$ cat config.mk
export PLATFORM = sky130hd
export DESIGN_NAME = ir_pulse_distance_decoder
export DESIGN_NICKNAME = d
export VERILOG_FILES = /design/src/ipd_pkg.sv /design/src/ipd_key_match.sv /design/src/ir_pulse_distance_decoder.sv
export SDC_FILE = /design/constraint.sdc
export NUM_CORES = 1
export LEC_CHECK = 0
export BUFFER_PORTS_ARGS = -buffer_cell sky130_fd_sc_hd__buf_2
export CAP_MARGIN = 20
export CORE_MARGIN = 2
export CORE_UTILIZATION = 50
export DETAILED_ROUTE_END_ITERATION = 7
export PLACE_DENSITY = 0.84
export SLEW_MARGIN = 40
export SYNTH_ARGS = -nofsm -noshare
export SYNTH_HDL_FRONTEND = slang
export SYNTH_HIERARCHICAL = 1
export SYNTH_SLANG_ARGS = --single-unit
$ cat constraint.sdc
create_clock -name clk_i -period 3.6 [get_ports clk_i]
set_input_delay 0.36 -clock clk_i [delete_from_list [all_inputs] [get_ports clk_i]]
set_output_delay 0.36 -clock clk_i [all_outputs]
set_load 0.05 [all_outputs]
$ cat src/ipd_pkg.sv
`default_nettype none

package ipd_pkg;

  localparam int unsigned GapW   = 16;
  localparam int unsigned CountW = 6;
  localparam int unsigned CodeW  = 32;
  localparam int unsigned KeyW   = 4;
  localparam int unsigned CfgIdxW = 8;
  localparam int unsigned CfgDataW = 16;

  localparam int unsigned NumKeys = 12;

  localparam logic [KeyW-1:0] KeyNone = KeyW'(12);

  localparam logic [GapW-1:0]   OneLimitRst   = GapW'(1300);
  localparam logic [GapW-1:0]   StartLimitRst = GapW'(2500);
  localparam logic [GapW-1:0]   IdleLimitRst  = GapW'(35000);
  localparam logic [CountW-1:0] FrameEdgesRst = CountW'(34);

  // digits 0-9, then mute, then last
  localparam logic [CodeW-1:0] KeyCodes [NumKeys] = '{
    32'h02FD00FF, 32'h02FD807F, 32'h02FD40BF, 32'h02FDC03F,
    32'h02FD20DF, 32'h02FDA05F, 32'h02FD609F, 32'h02FDE01F,
    32'h02FD10EF, 32'h02FD906F, 32'h02FD08F7, 32'h02FD02FD
  };

  typedef enum logic [CfgIdxW-1:0] {
    CfgOneLimit   = 8'd0,
    CfgStartLimit = 8'd1,
    CfgIdleLimit  = 8'd2,
    CfgFrameEdges = 8'd3
  } cfg_reg_e;

endpackage

`default_nettype wire

$ cat src/ipd_key_match.sv
`default_nettype none

module ipd_key_match import ipd_pkg::*; (
  input  wire logic [CodeW-1:0] code_i,
  output logic      [KeyW-1:0]  key_index_o
);

  // lowest matching index wins
  always_comb begin
    key_index_o = KeyNone;
    for (int i = NumKeys - 1; i >= 0; i--) begin
      if (code_i == KeyCodes[i]) begin
        key_index_o = KeyW'(i);
      end
    end
  end

endmodule

`default_nettype wire

$ cat src/ir_pulse_distance_decoder.sv
// An accepted gap word's result word is captured in the output register at the accepting edge.
// Throughput: one gap word per cycle while results are taken; the output register frees in the cycle it is taken.
// Each edge is classified and the frame state updated in a single pass of compare logic.
// Reset: limits return to 1300/2500/35000 us and the frame length to 34 gap words, decoder armed for a first edge,
// edge count and shift register cleared, output register empty.
`default_nettype none

module ir_pulse_distance_decoder import ipd_pkg::*; (
  input  wire logic                clk_i,
  input  wire logic                rst_ni,

  input  wire logic                cfg_valid_i,
  output logic                     cfg_ready_o,
  input  wire logic [CfgIdxW-1:0]  cfg_index_i,
  input  wire logic [CfgDataW-1:0] cfg_data_i,

  input  wire logic                in_valid_i,
  output logic                     in_ready_o,
  input  wire logic [GapW-1:0]     gap_us_i,

  output logic                     out_valid_o,
  input  wire logic                out_ready_i,
  output logic                     frame_done_o,
  output logic      [CodeW-1:0]    code_o,
  output logic      [KeyW-1:0]     key_index_o
);

  logic [GapW-1:0]   one_limit_q, start_limit_q, idle_limit_q;
  logic [CountW-1:0] frame_edges_q;

  logic              armed_q, armed_d;
  logic [CountW-1:0] edge_count_q, edge_count_d;
  logic [CodeW-1:0]  shift_q, shift_d;

  logic              out_valid_q;
  logic              frame_done_q;
  logic [CodeW-1:0]  code_q;
  logic [KeyW-1:0]   key_index_q;

  logic              in_accept;
  logic              done;
  logic [CountW-1:0] count_inc;
  logic [KeyW-1:0]   key_match;

  assign cfg_ready_o = 1'b1;
  assign in_ready_o  = !out_valid_q || out_ready_i;
  assign in_accept   = in_valid_i && in_ready_o;

  always_ff @(posedge clk_i or negedge rst_ni) begin
    if (!rst_ni) begin
      one_limit_q   <= OneLimitRst;
      start_limit_q <= StartLimitRst;
      idle_limit_q  <= IdleLimitRst;
      frame_edges_q <= FrameEdgesRst;
    end else if (cfg_valid_i && cfg_ready_o) begin
      unique case (cfg_index_i)
        CfgOneLimit:   one_limit_q   <= cfg_data_i;
        CfgStartLimit: start_limit_q <= cfg_data_i;
        CfgIdleLimit:  idle_limit_q  <= cfg_data_i;
        CfgFrameEdges: frame_edges_q <= cfg_data_i[CountW-1:0];
        default: ;
      endcase
    end
  end

  // edge classification and frame state update
  always_comb begin
    logic [CountW-1:0] cnt;
    logic [CodeW-1:0]  sr;
    cnt     = edge_count_q;
    sr      = shift_q;
    armed_d = armed_q;
    if (armed_q) begin
      armed_d = 1'b0;
    end else begin
      if (gap_us_i >= idle_limit_q) begin
        cnt = '0;
      end else if (gap_us_i >= start_limit_q) begin
        sr  = '0;
        cnt = CountW'(1);
      end
      // with the one limit below the start limit, a gap exactly on a limit shifts nothing
      if (gap_us_i > one_limit_q && gap_us_i < start_limit_q) begin
        sr = {sr[CodeW-2:0], 1'b1};
      end else if (gap_us_i < one_limit_q) begin
        sr = {sr[CodeW-2:0], 1'b0};
      end else if (gap_us_i > start_limit_q) begin
        sr = '0;
      end
    end
    count_inc    = cnt + CountW'(1);
    done         = (count_inc == frame_edges_q);
    edge_count_d = done ? '0 : count_inc;
    if (done) begin
      armed_d = 1'b1;
    end
    shift_d = sr;
  end

  ipd_key_match u_key_match (
    .code_i      (shift_d),
    .key_index_o (key_match)
  );

  always_ff @(posedge clk_i or negedge rst_ni) begin
    if (!rst_ni) begin
      armed_q      <= 1'b1;
      edge_count_q <= '0;
      shift_q      <= '0;
    end else if (in_accept) begin
      armed_q      <= armed_d;
      edge_count_q <= edge_count_d;
      shift_q      <= shift_d;
    end
  end

  always_ff @(posedge clk_i or negedge rst_ni) begin
    if (!rst_ni) begin
      out_valid_q <= 1'b0;
    end else if (in_accept) begin
      out_valid_q <= 1'b1;
    end else if (out_ready_i) begin
      out_valid_q <= 1'b0;
    end
  end

  always_ff @(posedge clk_i) begin
    if (in_accept) begin
      frame_done_q <= done;
      code_q       <= done ? shift_d : '0;
      key_index_q  <= done ? key_match : KeyNone;
    end
  end

  assign out_valid_o  = out_valid_q;
  assign frame_done_o = frame_done_q;
  assign code_o       = code_q;
  assign key_index_o  = key_index_q;

  a_done_rearms: assert property (@(posedge clk_i) disable iff (!rst_ni)
    in_accept && done |=> armed_q && edge_count_q == '0)
    else $error("frame completion did not rearm");

  a_accept_fills: assert property (@(posedge clk_i) disable iff (!rst_ni)
    in_accept |=> out_valid_q)
    else $error("accepted word produced no result");

  a_no_frame_idle: assert property (@(posedge clk_i) disable iff (!rst_ni)
    out_valid_q && !frame_done_q |-> code_q == '0 && key_index_q == KeyNone)
    else $error("non-frame result carries code");

  a_arm_edge_clears: assert property (@(posedge clk_i) disable iff (!rst_ni)
    in_accept && armed_q && !done |=> !armed_q && $stable(shift_q))
    else $error("arming edge changed code bits");

endmodule

`default_nettype wire

== Word-level counts from Yosys, hierarchy flattened ==
Index checks and enable logic that the tools add are counted.
Operators by class
  add/subtract/negate cells: 1
  $lt $le $gt $ge: 6
  eq/ne operators: 16
  mux-type cells: 25
  bitwise logic cells: 1
  reduce and logical (&&, ||, !) cells: 12
Operator list (number)
  $eq A32 B26 Y1 const B: 12
  $mux W32: 6
  $ge A16 B16 Y1: 2
  $gt A16 B16 Y1: 2
  $lt A16 B16 Y1: 2
  $mux W4: 8
  $mux W6: 4
  $eq A8 B2 Y1 const B: 2
  $mux W3: 4
  $eq A8 B1 Y1 const B: 1
  $logic_not A8 Y1: 1
  $reduce_and A2 Y1: 4
  $add A6 B1 Y6 const B: 1
  $eq A6 B6 Y1: 1
  $mux W1: 3
  $reduce_or A3 Y1: 1
  $logic_and A1 B1 Y1: 2
  $reduce_bool A2 Y1: 1
  $reduce_or A2 Y1: 1
  $logic_not A1 Y1: 1
  $logic_or A1 B1 Y1: 1
  $not A1 Y1: 1
Storage, ports and cells
  flip-flop bits (word level): 131
  input port bits: 45
  output and inout bits: 40

== Longest topological paths before layout ==
Gate-level depths: netlist of the first run.
  word-level depth: 20
  depth in mapped cells: 17
  mapped depth without buffers: 15

== Cells and area by module ==
The synthesis of the first run kept the hierarchy.
By module, submodules not included
  ir_pulse_distance_decoder: times used 1, cells each 587, area each 6971.7 µm², sequential area each 3485.8 µm²
  ipd_key_match: times used 1, cells each 36, area each 277.8 µm², sequential area each 0.0 µm²

== Worst setup path after synthesis of the first run ==
Ideal clock, no wire load.
  path type: register to register
  start point: register idle_limit_q[5]
  end point: register key_index_q[1] (netlist: key_index_o[1]), data pin
  library setup time: 0.131 ns
  arrival time: 3.844 ns
  required time: 3.469 ns
  slack: -0.375 ns
  cell stages (with the launch flop): 18
  path buffers: 2
  path through: dfstp_2 > inv_1 > ha_1 > a211o_1 > a21oi_2 > o31ai_1 > a211oi_4 > o21ai_2 > and2_4 > or2_1 > clkbuf_1 > buf_2 > a22o_1 > nand4bb_4 > nor4_4 > or4b_1 > a21oi_1 > and2_1
On the way
  cells in the longest elaborated chain, start to end: 17
  elaborated cells on any way between the ends: 34
  classes of those cells: 1 x add/sub; 1 x order compare; 13 x eq/ne; 17 x mux; 1 x bitwise; 1 x reduce/logical
Ends and longest elaborated chain
  from (decl): line ir_pulse_distance_decoder.sv:28  | logic [GapW-1:0] one_limit_q, start_limit_q, idle_limit_q;
  from (signal assigned): line ir_pulse_distance_decoder.sv:53  | idle_limit_q <= IdleLimitRst;
  from (signal assigned): line ir_pulse_distance_decoder.sv:59  | CfgIdleLimit: idle_limit_q <= cfg_data_i;
  $ge A16 B16 Y1 (*): line ir_pulse_distance_decoder.sv:76  | if (gap_us_i >= idle_limit_q) begin
  $mux W32 (*): line ir_pulse_distance_decoder.sv:76
  $mux W32: line ir_pulse_distance_decoder.sv:87  | end else if (gap_us_i > start_limit_q) begin
  $mux W32: line ir_pulse_distance_decoder.sv:85  | end else if (gap_us_i < one_limit_q) begin
  $mux W32 (*): line ir_pulse_distance_decoder.sv:83  | if (gap_us_i > one_limit_q && gap_us_i < start_limit_q) begin
  $mux W32 (*): line ir_pulse_distance_decoder.sv:73  | if (armed_q) begin
  named net shift_d[8]: line ir_pulse_distance_decoder.sv:33  | logic [CodeW-1:0] shift_q, shift_d;
  $eq A32 B26 Y1: line ipd_key_match.sv:12  | if (code_i == KeyCodes[i]) begin
  $mux W3 (4 in a row): line ipd_key_match.sv:12
  $mux W4 (6 in a row): line ipd_key_match.sv:12
  to (signal assigned): line ir_pulse_distance_decoder.sv:131  | key_index_q <= done ? key_match : KeyNone;
  to (decl): line ir_pulse_distance_decoder.sv:38  | logic [KeyW-1:0] key_index_q;
Mark *: on every way through the listed nets, which the timed path passes. The rest lies on a longest branch.
A chain may end at the register's enable or synchronous reset.

== Worst setup path in the final report of the first run ==
  start point: register one_limit_q[8]
  end point: register key_index_q[2] (netlist: key_index_o[2]), data pin
On the way
  cells in the longest elaborated chain, start to end: 17
  elaborated cells on any way between the ends: 30
  classes of those cells: 2 x order compare; 12 x eq/ne; 15 x mux; 1 x reduce/logical
Ends and longest elaborated chain
  from (decl): line ir_pulse_distance_decoder.sv:28
  from (signal assigned): line ir_pulse_distance_decoder.sv:51  | one_limit_q <= OneLimitRst;
  from (signal assigned): line ir_pulse_distance_decoder.sv:57  | CfgOneLimit: one_limit_q <= cfg_data_i;
  $lt A16 B16 Y1 or $gt A16 B16 Y1 (tied branches): line ir_pulse_distance_decoder.sv:85, ir_pulse_distance_decoder.sv:83
  $mux W32 or $logic_and A1 B1 Y1 (tied branches): line ir_pulse_distance_decoder.sv:85, ir_pulse_distance_decoder.sv:83
  $mux W32 (*): line ir_pulse_distance_decoder.sv:83
  $mux W32 (*): line ir_pulse_distance_decoder.sv:73
  named net shift_d[10]: line ir_pulse_distance_decoder.sv:33
  $eq A32 B26 Y1: line ipd_key_match.sv:12
  $mux W3 (4 in a row): line ipd_key_match.sv:12
  $mux W4 (7 in a row): line ipd_key_match.sv:12
  $mux W4 (*): line ipd_key_match.sv:12
  named net key_match[2]: line ir_pulse_distance_decoder.sv:43  | logic [KeyW-1:0] key_match;
Marks and branches as above.

==> run summary, run 1 <==
fillcell total - 964
sequential-to-total area share from yosys stat - 48.1%
H-tree levels - 4
GPL Wtd Cong - 0.956
CP Launch Type - flip-flop
Post-synth EDFFs - 37
Sequential Area - 3490 um2
Routed Antenna Nets - 0
Final #Nets - 886
deepest clock path buffer count - 2
worst reg-to-reg path cell count - 17
Hold Crit Class - primary input to asynchronous set/reset pin
most common cell in the netlist - a22o_1
Tcrit/Tclk final - 114%
Syn Area/Cell - 11.6 um2
core area - 14400 um2
CTS sink count - 131
Netlist Area Pre-Place - 7250 um2
post-DP HPWL - 12000 um
clock skew - 0.00614 ns
Routed WL - 19900 um
Commonest cells post-synth - 93 x a22o_1, 76 x dfrtp_1, 49 x ha_1
met3 WL post-DR - 1110 um
vias - 5997
number of cell rows - 44
Reg2Reg Launch Point - one_limit_q[8]$_DFFE_PN1P_
# DRC - 0
post-synth top area share - 26.2%
Chip Height - 124 um
PwrDens - 506 nW/um2
Setup Viol. Count Final - 44
worst setup margin - -0.492 ns
status - finished with violations
initial cell density of the core - 50.5%
fraction of registers with async set/reset - 71.8%
synthesis-to-layout area growth - 34.1%
register bit total from synthesis - 131
TritonCTS buffer count - 17
synthesis warning total - 6
Cell Area, Placed - 8390 um2
cell area after layout - 9720 um2
critical path capture point type - flip-flop
Max Freq - 0.244 GHz
synth unique cells - 69
Tmin final - 4.09 ns
CTS tree - built
post-synth net total - 717
DR iter-0 viols - 413
leakage power - 4.26 nW
Syn Inst Count - 623
worst-margin pin slew - 0.842 ns
top cells by area, synth - dfrtp_1 26%, edfxtp_1 15%, a22o_1 11%
Synth Flop Type - dfrtp_1
failing checks - negative hold slack, negative setup slack
Worst EP arrival - 4.28 ns
Fin Hold WS - -0.0263 ns
share of cells above drive strength 1 - 43.7%
fin util - 67.7%
initial antenna violation count - 0
TNS Setup - -13.67 ns
RSZ-0062 raised after global routing - yes
Worst Setup SP - one_limit_q[8]$_DFFE_PN1P_
Setup Crit Path Kind - flip-flop to flip-flop
total global routing overflow - 0
worst skew pair latency - 0.43 ns
area of the multi-input gates - 3840 um2
number of iterations in the first detailed-routing pass - 5
I/O Buffers - 83
slew margin rel. - 43.8%
first-pass GRT wire length - 30900 um
Max Cap Violations - 0
Max Fanout on Critical Path - 7
fin. max-slew vios - 0
Max Used Layer - met4
GRT Util Overall - 24.9%
vias in the first global route - 6221
Worst Path Required - 3.79 ns
Clk Tree Root Cell - clkbuf_16
Worst R2R Setup Slack - -0.49 ns
DRT met1 WL - 7400 um
Final Hold Fails - 8
wire length per cell - 20.1 um
Synth area leader - dfrtp_1
Peak VDD IR - 311 uV
number of I/O pins - 85
antenna cells - 0
Via density - 6.06
Reg clk slew, reported paths - 0.06 ns
die width - 124 um
largest net degree at the start of global routing - 90
Die Footprint - 15500 um2
reg2reg end - key_index_o[2]$_SDFFCE_PP1P_
met2 WL post-DR - 10600 um
[sequential cells by signal, indices dropped and copies added (netlist names)]
register,cells
idle_limit_q,16
edge_count_q,6
frame_done_o,1
armed_q,1
shift_q,32
code_o,32
start_limit_q,16
frame_edges_q,6
one_limit_q,16
key_index_o,4
out_valid_o,1
[critical path, cell delays in order, from the launching register on]
cell and delay [ns]:
dfstp_2 0.53, inv_2 0.06, ha_4 0.28, nand2_4 0.05, or4_4 0.51, or3_1 0.39, nand4_1 0.13, and2_4 0.18
buf_12 0.10, a211oi_4 0.05, buf_6 0.15, a22o_1 0.23, nand4bb_4 0.23, buf_4 0.18, nor4_4 0.33, o21ai_2 0.11
a21o_1 0.21, nand2b_4 0.14
[layer usage]
| metal | up-vias | global-route usage (%) |
|---|---|---|
| met3 | 75 | 5.28 |
| li1 | 2680 | - |
| met4 | 0 | 12.0 |
| met2 | 272 | 45.1 |
| met5 | - | 0 |
| met1 | 2970 | 27.8 |
[layout by cell type, fill, tap and decap left out, types with 9 or more instances in the layout]
master and instances:
a22o_1 91, buf_2 82, buf_4 78, dfrtp_1 76
inv_1 42, mux2_2 40, ha_1 40, nand2_1 38
edfxtp_1 37, o21ai_0 20, a21oi_1 19, clkbuf_16 19
dfstp_2 18, nand4_1 12, buf_6 12, nor2_1 11
xnor2_1 9, ha_4 9
[timing repair]
item | 4_1_cts | 5_1_grt
setup endpoints to repair | 44 | 44
hold buffers | 0 | 0
setup buffers | 25 | 6
pin swaps | 35 | 45
gates cloned | 2 | 3
resized for setup | 46 | 26
[report_power, final]
part / internal [W] / switching, W / total [W]
clock network: 0.00122 / 0.000663 / 0.00189
registers: 0.00162 / 0.0000812 / 0.00170
logic: 0.000601 / 0.000726 / 0.00133
total: 0.00345 / 0.00147 / 0.00492
[worst max path at each step]
stage / to / slack [ns] / cells past startpoint
2_1_floorplan: key_index_o[1]$_SDFFCE_PP0P_ / -0.30 / 17
3_3_place_gp: key_index_o[1]$_SDFFCE_PP0P_ / -0.25 / 16
3_5_place_dp: key_index_o[1]$_SDFFCE_PP0P_ / -0.41 / 16
4_1_cts: key_index_o[1]$_SDFFCE_PP0P_ / -0.35 / 16
5_1_grt: key_index_o[1]$_SDFFCE_PP0P_ / -0.63 / 16
6_report: key_index_o[2]$_SDFFCE_PP1P_ / -0.49 / 17
[final cells by class]
cell class,instances,area share (%)
Tap cell,184,2.37
Timing Repair Buffer,182,13.8
Sequential cell,131,35.8
Clock buffer,18,4.41
Clock inverter,14,2.16
Inverter,49,1.89
Multi-Input combinational cell,411,39.5
[stage by stage]
step | total power [W] | setup slack [ns] | instances
floorplan | 0.00241 | -0.299 | 623
global placement | 0.00271 | -0.254 | 925
detailed placement | 0.00276 | -0.413 | 925
CTS | 0.00479 | -0.350 | 983
global route | 0.00509 | -0.635 | 989
finish | 0.00492 | -0.492 | 989
[cells by family (layout without fill, tap and decap cells)]
family / count (synthesis) / count (layout) / synth area share [%]
adders and majority gates: 49 / 49 / 8.46
muxes: 41 / 41 / 6.37
DFF: 131 / 131 / 48.1
xor gates and xnor gates: 14 / 14 / 1.69
and+or+nand+nor: 127 / 127 / 10.3
other: 1 / 1 / 0.0517
AOI/OAI and AO/OA: 179 / 179 / 19.8
buffers and inverters: 81 / 263 / 5.30
Note: power is estimated with default switching activity, not from simulation.
==> run 2: changes to the inputs <==
--- a/config.mk
+++ b/config.mk
@@ -11,6 +11,7 @@
 export CORE_UTILIZATION = 50
 export DETAILED_ROUTE_END_ITERATION = 7
 export PLACE_DENSITY = 0.84
+export SKIP_CTS_REPAIR_TIMING = 1
 export SLEW_MARGIN = 40
 export SYNTH_ARGS = -nofsm -noshare
 export SYNTH_HDL_FRONTEND = slang
==> constraint.sdc (replaced) <==
create_clock -name clk_i -period 3.6 [get_ports clk_i]
set_input_delay 0.72 -clock clk_i [delete_from_list [all_inputs] [get_ports clk_i]]
set_output_delay 0.72 -clock clk_i [all_outputs]
set_load 0.05 [all_outputs]
==> run 2 against run 1 <==
The run ends with negative setup slack left. Critical path type unchanged. First-iteration DRC count shrank 5.8%. Clock power shrank 8%. Sequential share of layout area grew 0.95 points. Critical path depth is the same. Final cell count shrank 1.1%. Power shrank 4.6%. Worst hold slack gained 0.33 ns.
==> run summary, run 2 (synthesis gave the netlist of run 1 again) <==
status - finished with violations (unchanged)
failing checks - negative setup slack (was negative hold slack, negative setup slack)
CTS sink count - 131 (unchanged)
Clk Tree Root Cell - clkbuf_16 (unchanged)
clock skew - 0.0119 ns (was 0.00614 ns)
first-pass GRT wire length - 28200 um (was 30900 um)
DR iter-0 viols - 389 (was 413)
slew margin rel. - 45.1% (was 43.8%)
synthesis-to-layout area growth - 30.7% (was 34.1%)
die width - 124 um (unchanged)
critical path capture point type - flip-flop (unchanged)
CTS tree - built (unchanged)
GRT Util Overall - 22.5% (was 24.9%)
TNS Setup - -15.29 ns (was -13.67 ns)
pre-CTS setup slack - -0.678 ns (was -0.413 ns)
deepest clock path buffer count - 2 (unchanged)
initial antenna violation count - 0 (unchanged)
vias in the first global route - 5768 (was 6221)
H-tree levels - 4 (unchanged)
most common cell after layout, fill and taps aside - a22o_1 (unchanged)
Setup Viol. Count Final - 44 (unchanged)
Non-Filler Instances - 978 (was 989)
Reg clk slew, reported paths - 0.06 ns (about the same)
TritonCTS buffer count - 17 (unchanged)
worst setup margin - -0.429 ns (was -0.492 ns)
Setup Crit Path Kind - flip-flop to flip-flop (unchanged)
number of I/O pins - 85 (unchanged)
Max Freq - 0.248 GHz (was 0.244 GHz)
post-DP HPWL - 12400 um (was 12000 um)
Hold Crit Class - primary input to asynchronous set/reset pin (unchanged)
fin. max-slew vios - 0 (unchanged)
Sequential Area - 3490 um2 (unchanged)
Fin Hold WS - 0.306 ns (was -0.0263 ns)
worst skew pair latency - 0.43 ns (about the same)
PwrDens - 495 nW/um2 (was 506 nW/um2)
leakage power - 4.18 nW (was 4.26 nW)
initial cell density of the core - 50.5% (unchanged)
largest net degree at the start of global routing - 51 (was 90)
worst-margin pin slew - 0.821 ns (was 0.842 ns)
Routed WL - 18100 um (was 19900 um)
Worst Path Required - 3.88 ns (was 3.79 ns)
Tmin final - 4.03 ns (was 4.09 ns)
RSZ-0062 raised after global routing - yes (unchanged)
Tcrit/Tclk final - 112% (was 114%)
Post-Place Cells - 933 (was 925)
Final #Nets - 875 (was 886)
GPL Wtd Cong - 0.904 (was 0.956)
Routed Antenna Nets - 0 (unchanged)
Max Fanout on Critical Path - 11 (was 7)
Final Hold Fails - 0 (was 8)
Peak VDD IR - 307 uV (was 311 uV)
core area - 14400 um2 (unchanged)
Total Power - 0.00469 W (was 0.00492 W)
wire length per cell - 18.5 um (was 20.1 um)
Via density - 5.95 (was 6.06)
Chip Height - 124 um (unchanged)
number of iterations in the first detailed-routing pass - 7 (was 5)
# DRC - 0 (unchanged)
number of cell rows - 44 (unchanged)
share of cells above drive strength 1 - 41.4% (was 43.7%)
Max Cap Violations - 0 (unchanged)
area of the multi-input gates - 3770 um2 (was 3840 um2)
Die Footprint - 15500 um2 (unchanged)
Worst EP arrival - 4.31 ns (was 4.28 ns)
I/O Buffers - 83 (unchanged)
antenna cells - 0 (unchanged)
vias - 5818 (was 5997)
fillcell total - 1013 (was 964)
CP Launch Type - flip-flop (unchanged)
most frequent cells in the layout - 92 x a22o_1, 82 x buf_2, 76 x dfrtp_1, 75 x buf_4, 44 x inv_1 (was 91 x a22o_1, 82 x buf_2, 78 x buf_4, 76 x dfrtp_1, 42 x inv_1)
total global routing overflow - 0 (unchanged)
==> run 2: changes by cell type in the layout (fill, tap and decap cells not counted), sizes merged <==
cell    previous run  this run
buf              179       169
clkinv             7         9
bufinv             5         3
clkbuf            21        20
==> run 2: worst paths after layout <==
path                                                    from                           end  slack [ns]  depth (start not counted)
max in group asynchronous                             rst_ni   one_limit_q[10]$_DFFE_PN1P_        2.56                          2
worst min register to register  idle_limit_q[12]$_DFFE_PN0P_  idle_limit_q[12]$_DFFE_PN0P_        0.50                          1
worst max-delay path            start_limit_q[8]$_DFFE_PN1P_      code_o[17]$_SDFFCE_PP0P_       -0.43                         17
worst max register to register  start_limit_q[8]$_DFFE_PN1P_      code_o[17]$_SDFFCE_PP0P_       -0.43                         17
worst min-delay path                                  rst_ni  start_limit_q[0]$_DFFE_PN0P_        0.31                          1
min in group clk_i              idle_limit_q[12]$_DFFE_PN0P_  idle_limit_q[12]$_DFFE_PN0P_        0.50                          1
==> run 2: power breakdown <==
part	switching, W	total (W)	internal, W
clock	0.000651	0.00173	0.00108
combinational	0.000696	0.00125	0.000559
sequential	0.0000787	0.00170	0.00162
==> run 2: critical path, cell delays in order, from the launching register on <==
cell and delay, ns:
dfstp_2 0.54, inv_2 0.05, ha_4 0.25, nand4_1 0.19, buf_4 0.20, a2111o_1 0.40, and3_4 0.21, a21o_4 0.20
and2_4 0.16, ha_4 0.27, xnor2_2 0.11, nand2_1 0.08, mux2_4 0.31, buf_12 0.14, nor4_4 0.30, buf_4 0.19
buf_12 0.13, a22o_1 0.16
==> run 2: layer usage <==
metal	up-vias	track usage [%]	routed length [um]
li1	2646	-	-
met1	2931	27.4	7270
met2	205	39.6	9590
met3	36	4.60	802
met4	0	8.20	429
met5	-	0	0
==> run 2: final cells by class <==
type | instances | area share, %
inverters | 49 | 1.94
clock inverters | 14 | 1.72
repair buffers | 171 | 12.8
flip-flops and latches | 131 | 36.8
multi-input cells | 411 | 39.8
well taps | 184 | 2.43
clock buffers | 18 | 4.53
==> run 2: through the flow <==
stage | util [%] | area, um2
finish | 65.9 | 9470
global route | 65.9 | 9470
global placement | 59.1 | 8490
floorplan | - | 7420
detailed placement | 59.1 | 8490
CTS | 63.2 | 9080
==> run 3: changes to the inputs <==
--- a/config.mk
+++ b/config.mk
@@ -5,12 +5,13 @@
 export SDC_FILE = /design/constraint.sdc
 export NUM_CORES = 1
 export LEC_CHECK = 0
+export ABC_AREA = 1
 export BUFFER_PORTS_ARGS = -buffer_cell sky130_fd_sc_hd__buf_2
 export CAP_MARGIN = 20
 export CORE_MARGIN = 2
 export CORE_UTILIZATION = 50
 export DETAILED_ROUTE_END_ITERATION = 7
-export PLACE_DENSITY = 0.84
+export PLACE_DENSITY = 0.81
 export SKIP_CTS_REPAIR_TIMING = 1
 export SLEW_MARGIN = 40
 export SYNTH_ARGS = -nofsm -noshare
==> constraint.sdc (replaced) <==
create_clock -name clk_i -period 4.2 [get_ports clk_i]
set_input_delay 0.84 -clock clk_i [delete_from_list [all_inputs] [get_ports clk_i]]
set_output_delay 0.84 -clock clk_i [all_outputs]
set_load 0.05 [all_outputs]
==> run 3 against run 2 <==
The flow now finishes without violations. Global-route usage decreased by 0.31 points. Final area decreased by 2.2%. Maximum frequency rose by 9.7%. Die area grew 9.4%. Via count increased by 17%. Highest routed layer is now met5.
==> run summary, run 3 <==
number of iterations in the first detailed-routing pass - 5 (was 7)
area of the multi-input gates - 3670 um2 (was 3770 um2)
largest net degree at the start of global routing - 56 (was 51)
Final Hold Fails - 0 (unchanged)
first-pass GRT wire length - 29800 um (was 28200 um)
synthesis-to-layout area growth - 16.5% (was 30.7%)
post-synth net total - 1125 (was 717)
Sequential Area - 3490 um2 (unchanged)
initial cell density of the core - 50.6% (was 50.5%)
Netlist Area Pre-Place - 7960 um2 (was 7250 um2)
Max Fanout on Critical Path - 24 (was 11)
fraction of registers with async set/reset - 71.8% (unchanged)
Setup Crit Path Kind - flip-flop to flip-flop (unchanged)
top cells by area, synth - dfrtp_1 24%, edfxtp_1 14%, nand2_1 13% (was dfrtp_1 26%, edfxtp_1 15%, a22o_1 11%)
Setup Viol. Count Final - 0 (was 44)
switching share of total power - 37.4% (was 30.4%)
most common cell after layout, fill and taps aside - nand2_1 (was a22o_1)
critical path capture point type - flip-flop (unchanged)
Max Freq - 0.272 GHz (was 0.248 GHz)
Clk Tree Root Cell - clkbuf_16 (unchanged)
die width - 130 um (was 124 um)
Die Footprint - 16900 um2 (was 15500 um2)
PwrDens - 527 nW/um2 (was 495 nW/um2)
RSZ-0062 raised after global routing - no (was yes)
TNS Setup - 0 ns (was -15.29 ns)
Max Cap Violations - 0 (unchanged)
Commonest cells post-synth - 268 x nand2_1, 161 x inv_1, 90 x o21ai_0 (was 93 x a22o_1, 76 x dfrtp_1, 49 x ha_1)
Comb pwr share - 34.2% (was 26.8%)
Clk pwr share - 31.3% (was 37.0%)
register bit total from synthesis - 131 (unchanged)
GPL Wtd Cong - 0.886 (was 0.904)
vias - 6831 (was 5818)
Tcrit/Tclk final - 87.4% (was 112%)
sequential-to-total area share from yosys stat - 43.8% (was 48.1%)
worst-margin pin slew - 0.729 ns (was 0.821 ns)
Routed Antenna Nets - 0 (unchanged)
worst skew pair latency - 0.42 ns (was 0.43 ns)
WP buf/inv - 5 (unchanged)
status - completed (was finished with violations)
number of cell rows - 46 (was 44)
most used cell along the critical path - nand2_1
Peak VDD IR - 324 uV (was 307 uV)
vias in the first global route - 6463 (was 5768)
deepest clock path buffer count - 2 (unchanged)
most common cell in the netlist - nand2_1 (was a22o_1)
synth unique cells - 43 (was 69)
slew margin rel. - 51.4% (was 45.1%)
Post-synth EDFFs - 37 (unchanged)
Reg clk slew, reported paths - 0.06 ns (about the same)
TritonCTS buffer count - 17 (unchanged)
leakage power - 4.37 nW (was 4.18 nW)
Chip Height - 130 um (was 124 um)
Non-Filler Instances - 1346 (was 978)
Tmin final - 3.67 ns (was 4.03 ns)
Final #Nets - 1210 (was 875)
Net Switching - 0.00183 W (was 0.00143 W)
Syn Inst Count - 1031 (was 623)
CTS sink count - 131 (unchanged)
I/O Buffers - 83 (unchanged)
most frequent cells in the layout - 265 x nand2_1, 160 x inv_1, 90 x o21ai_0, 87 x nor2_1, 82 x buf_2 (was 92 x a22o_1, 82 x buf_2, 76 x dfrtp_1, 75 x buf_4, 44 x inv_1)
CTS tree - built (unchanged)
fin util - 59.0% (was 65.9%)
cell family with most CP delay - simple AND/OR/NAND/NOR gates (unchanged)
core area - 15700 um2 (was 14400 um2)
Hold Crit Class - primary input to asynchronous set/reset pin (unchanged)
fin. max-slew vios - 0 (unchanged)
Synth area leader - dfrtp_1 (unchanged)
post-DP HPWL - 12700 um (was 12400 um)
share of cells above drive strength 1 - 18.0% (was 41.4%)
Synth Flop Type - dfrtp_1 (unchanged)
number of I/O pins - 85 (unchanged)
post-synth top area share - 23.9% (was 26.2%)
Routed WL - 17600 um (was 18100 um)
initial antenna violation count - 1 (was 0)
synthesis warning total - 6 (unchanged)
Worst path max stage delay - 0.53 ns (was 0.54 ns)
GRT Util Overall - 22.2% (was 22.5%)
Sequential Power Share - 34.5% (was 36.3%)
clock skew - 0.00720 ns (was 0.0119 ns)
Int Pwr - 0.00306 W (was 0.00326 W)
# DRC - 0 (unchanged)
Post-Place Cells - 1313 (was 933)
Syn Area/Cell - 7.72 um2 (was 11.6 um2)
Worst EP arrival - 3.84 ns (was 4.31 ns)
fillcell total - 1385 (was 1013)
Critical-path top delay cell - dfstp_2 (unchanged)
wire length per cell - 13.0 um (was 18.5 um)
Via density - 5.08 (was 5.95)
total global routing overflow - 0 (unchanged)
Worst Path Required - 4.37 ns (was 3.88 ns)
CP Launch Type - flip-flop (unchanged)
DR iter-0 viols - 449 (was 389)
H-tree levels - 4 (unchanged)
==> run 3: cell types whose count changed after synthesis, moves of 11 or more <==
cell	before	now
nand2b_1	11	0
and2_1	4	18
a22o_1	93	0
nor2_1	12	87
o21ai_0	20	90
xnor2_1	12	1
nand2_1	42	268
inv_1	48	161
mux2_2	41	0
nand3_1	9	40
nand2_2	0	12
a31oi_1	2	14
==> run 3: final cells by class <==
| type | count | share of cell area, % |
|---|---|---|
| diodes | 1 | 0.0270 |
| clock buffers | 19 | 4.67 |
| multi-input cells | 693 | 39.6 |
| repair buffers | 104 | 6.48 |
| flip-flops and latches | 131 | 37.6 |
| well taps | 216 | 2.92 |
| clock inverters | 13 | 1.80 |
| inverters | 169 | 6.86 |
==> run 3: per-layer routing <==
layer / global-route usage [%] / up-vias / share of wire [%]
met2: 37.9 / 187 / 49
met1: 27.7 / 3144 / 44
li1: - / 3463 / -
met3: 5.25 / 35 / 4.9
met4: 7.65 / 2 / 2.2
met5: 0 / - / 0.074
==> run 3: cell families (layout without fill, tap and decap cells) <==
group,Yosys count,in the layout,share of synthesized area (%)
and+or+nand+nor,482,482,27.2
buffers and inverters,207,305,10.1
AOI/OAI and AO/OA,160,160,11.0
DFF,131,131,43.8
adders and majority gates,49,49,7.71
other,1,2,0.0471
xor gates and xnor gates,1,1,0.110
==> run 3: per-stage QoR <==
stage,area (um2),hold WS (ns),total power [W],worst slack [ns]
5_1_grt,9270,0.467,0.00518,0.204
6_report,9270,0.421,0.00489,0.528
2_1_floorplan,7960,0.449,0.00291,0.618
3_5_place_dp,8670,0.471,0.00336,0.179
4_1_cts,9270,0.445,0.00490,0.552
3_3_place_gp,8660,0.463,0.00332,0.200
==> run 3: worst paths after layout <==
check,cells after the start,end,start,slack [ns]
worst min-delay path,1,frame_edges_q[2]$_DFFE_PN0P_,rst_ni,0.42
worst min register to register,2,edge_count_q[5]$_DFFE_PN0P_,edge_count_q[5]$_DFFE_PN0P_,0.48
worst max register to register,25,key_index_o[0]$_SDFFCE_PP0P_,start_limit_q[7]$_DFFE_PN1P_,0.53
min in group clk_i,2,edge_count_q[5]$_DFFE_PN0P_,edge_count_q[5]$_DFFE_PN0P_,0.48
max in group asynchronous,2,start_limit_q[2]$_DFFE_PN1P_,rst_ni,2.93
worst max-delay path,25,key_index_o[0]$_SDFFCE_PP0P_,start_limit_q[7]$_DFFE_PN1P_,0.53
==> run 3: power groups by stage <==
stage	sequential (W)	clock, W	combinational (W)
after floorplan	0.00182	0	0.00109
after global placement	0.00170	0	0.00162
after detailed placement	0.00170	0	0.00166
after CTS	0.00168	0.00154	0.00167
after global routing	0.00171	0.00160	0.00188
final	0.00169	0.00153	0.00167
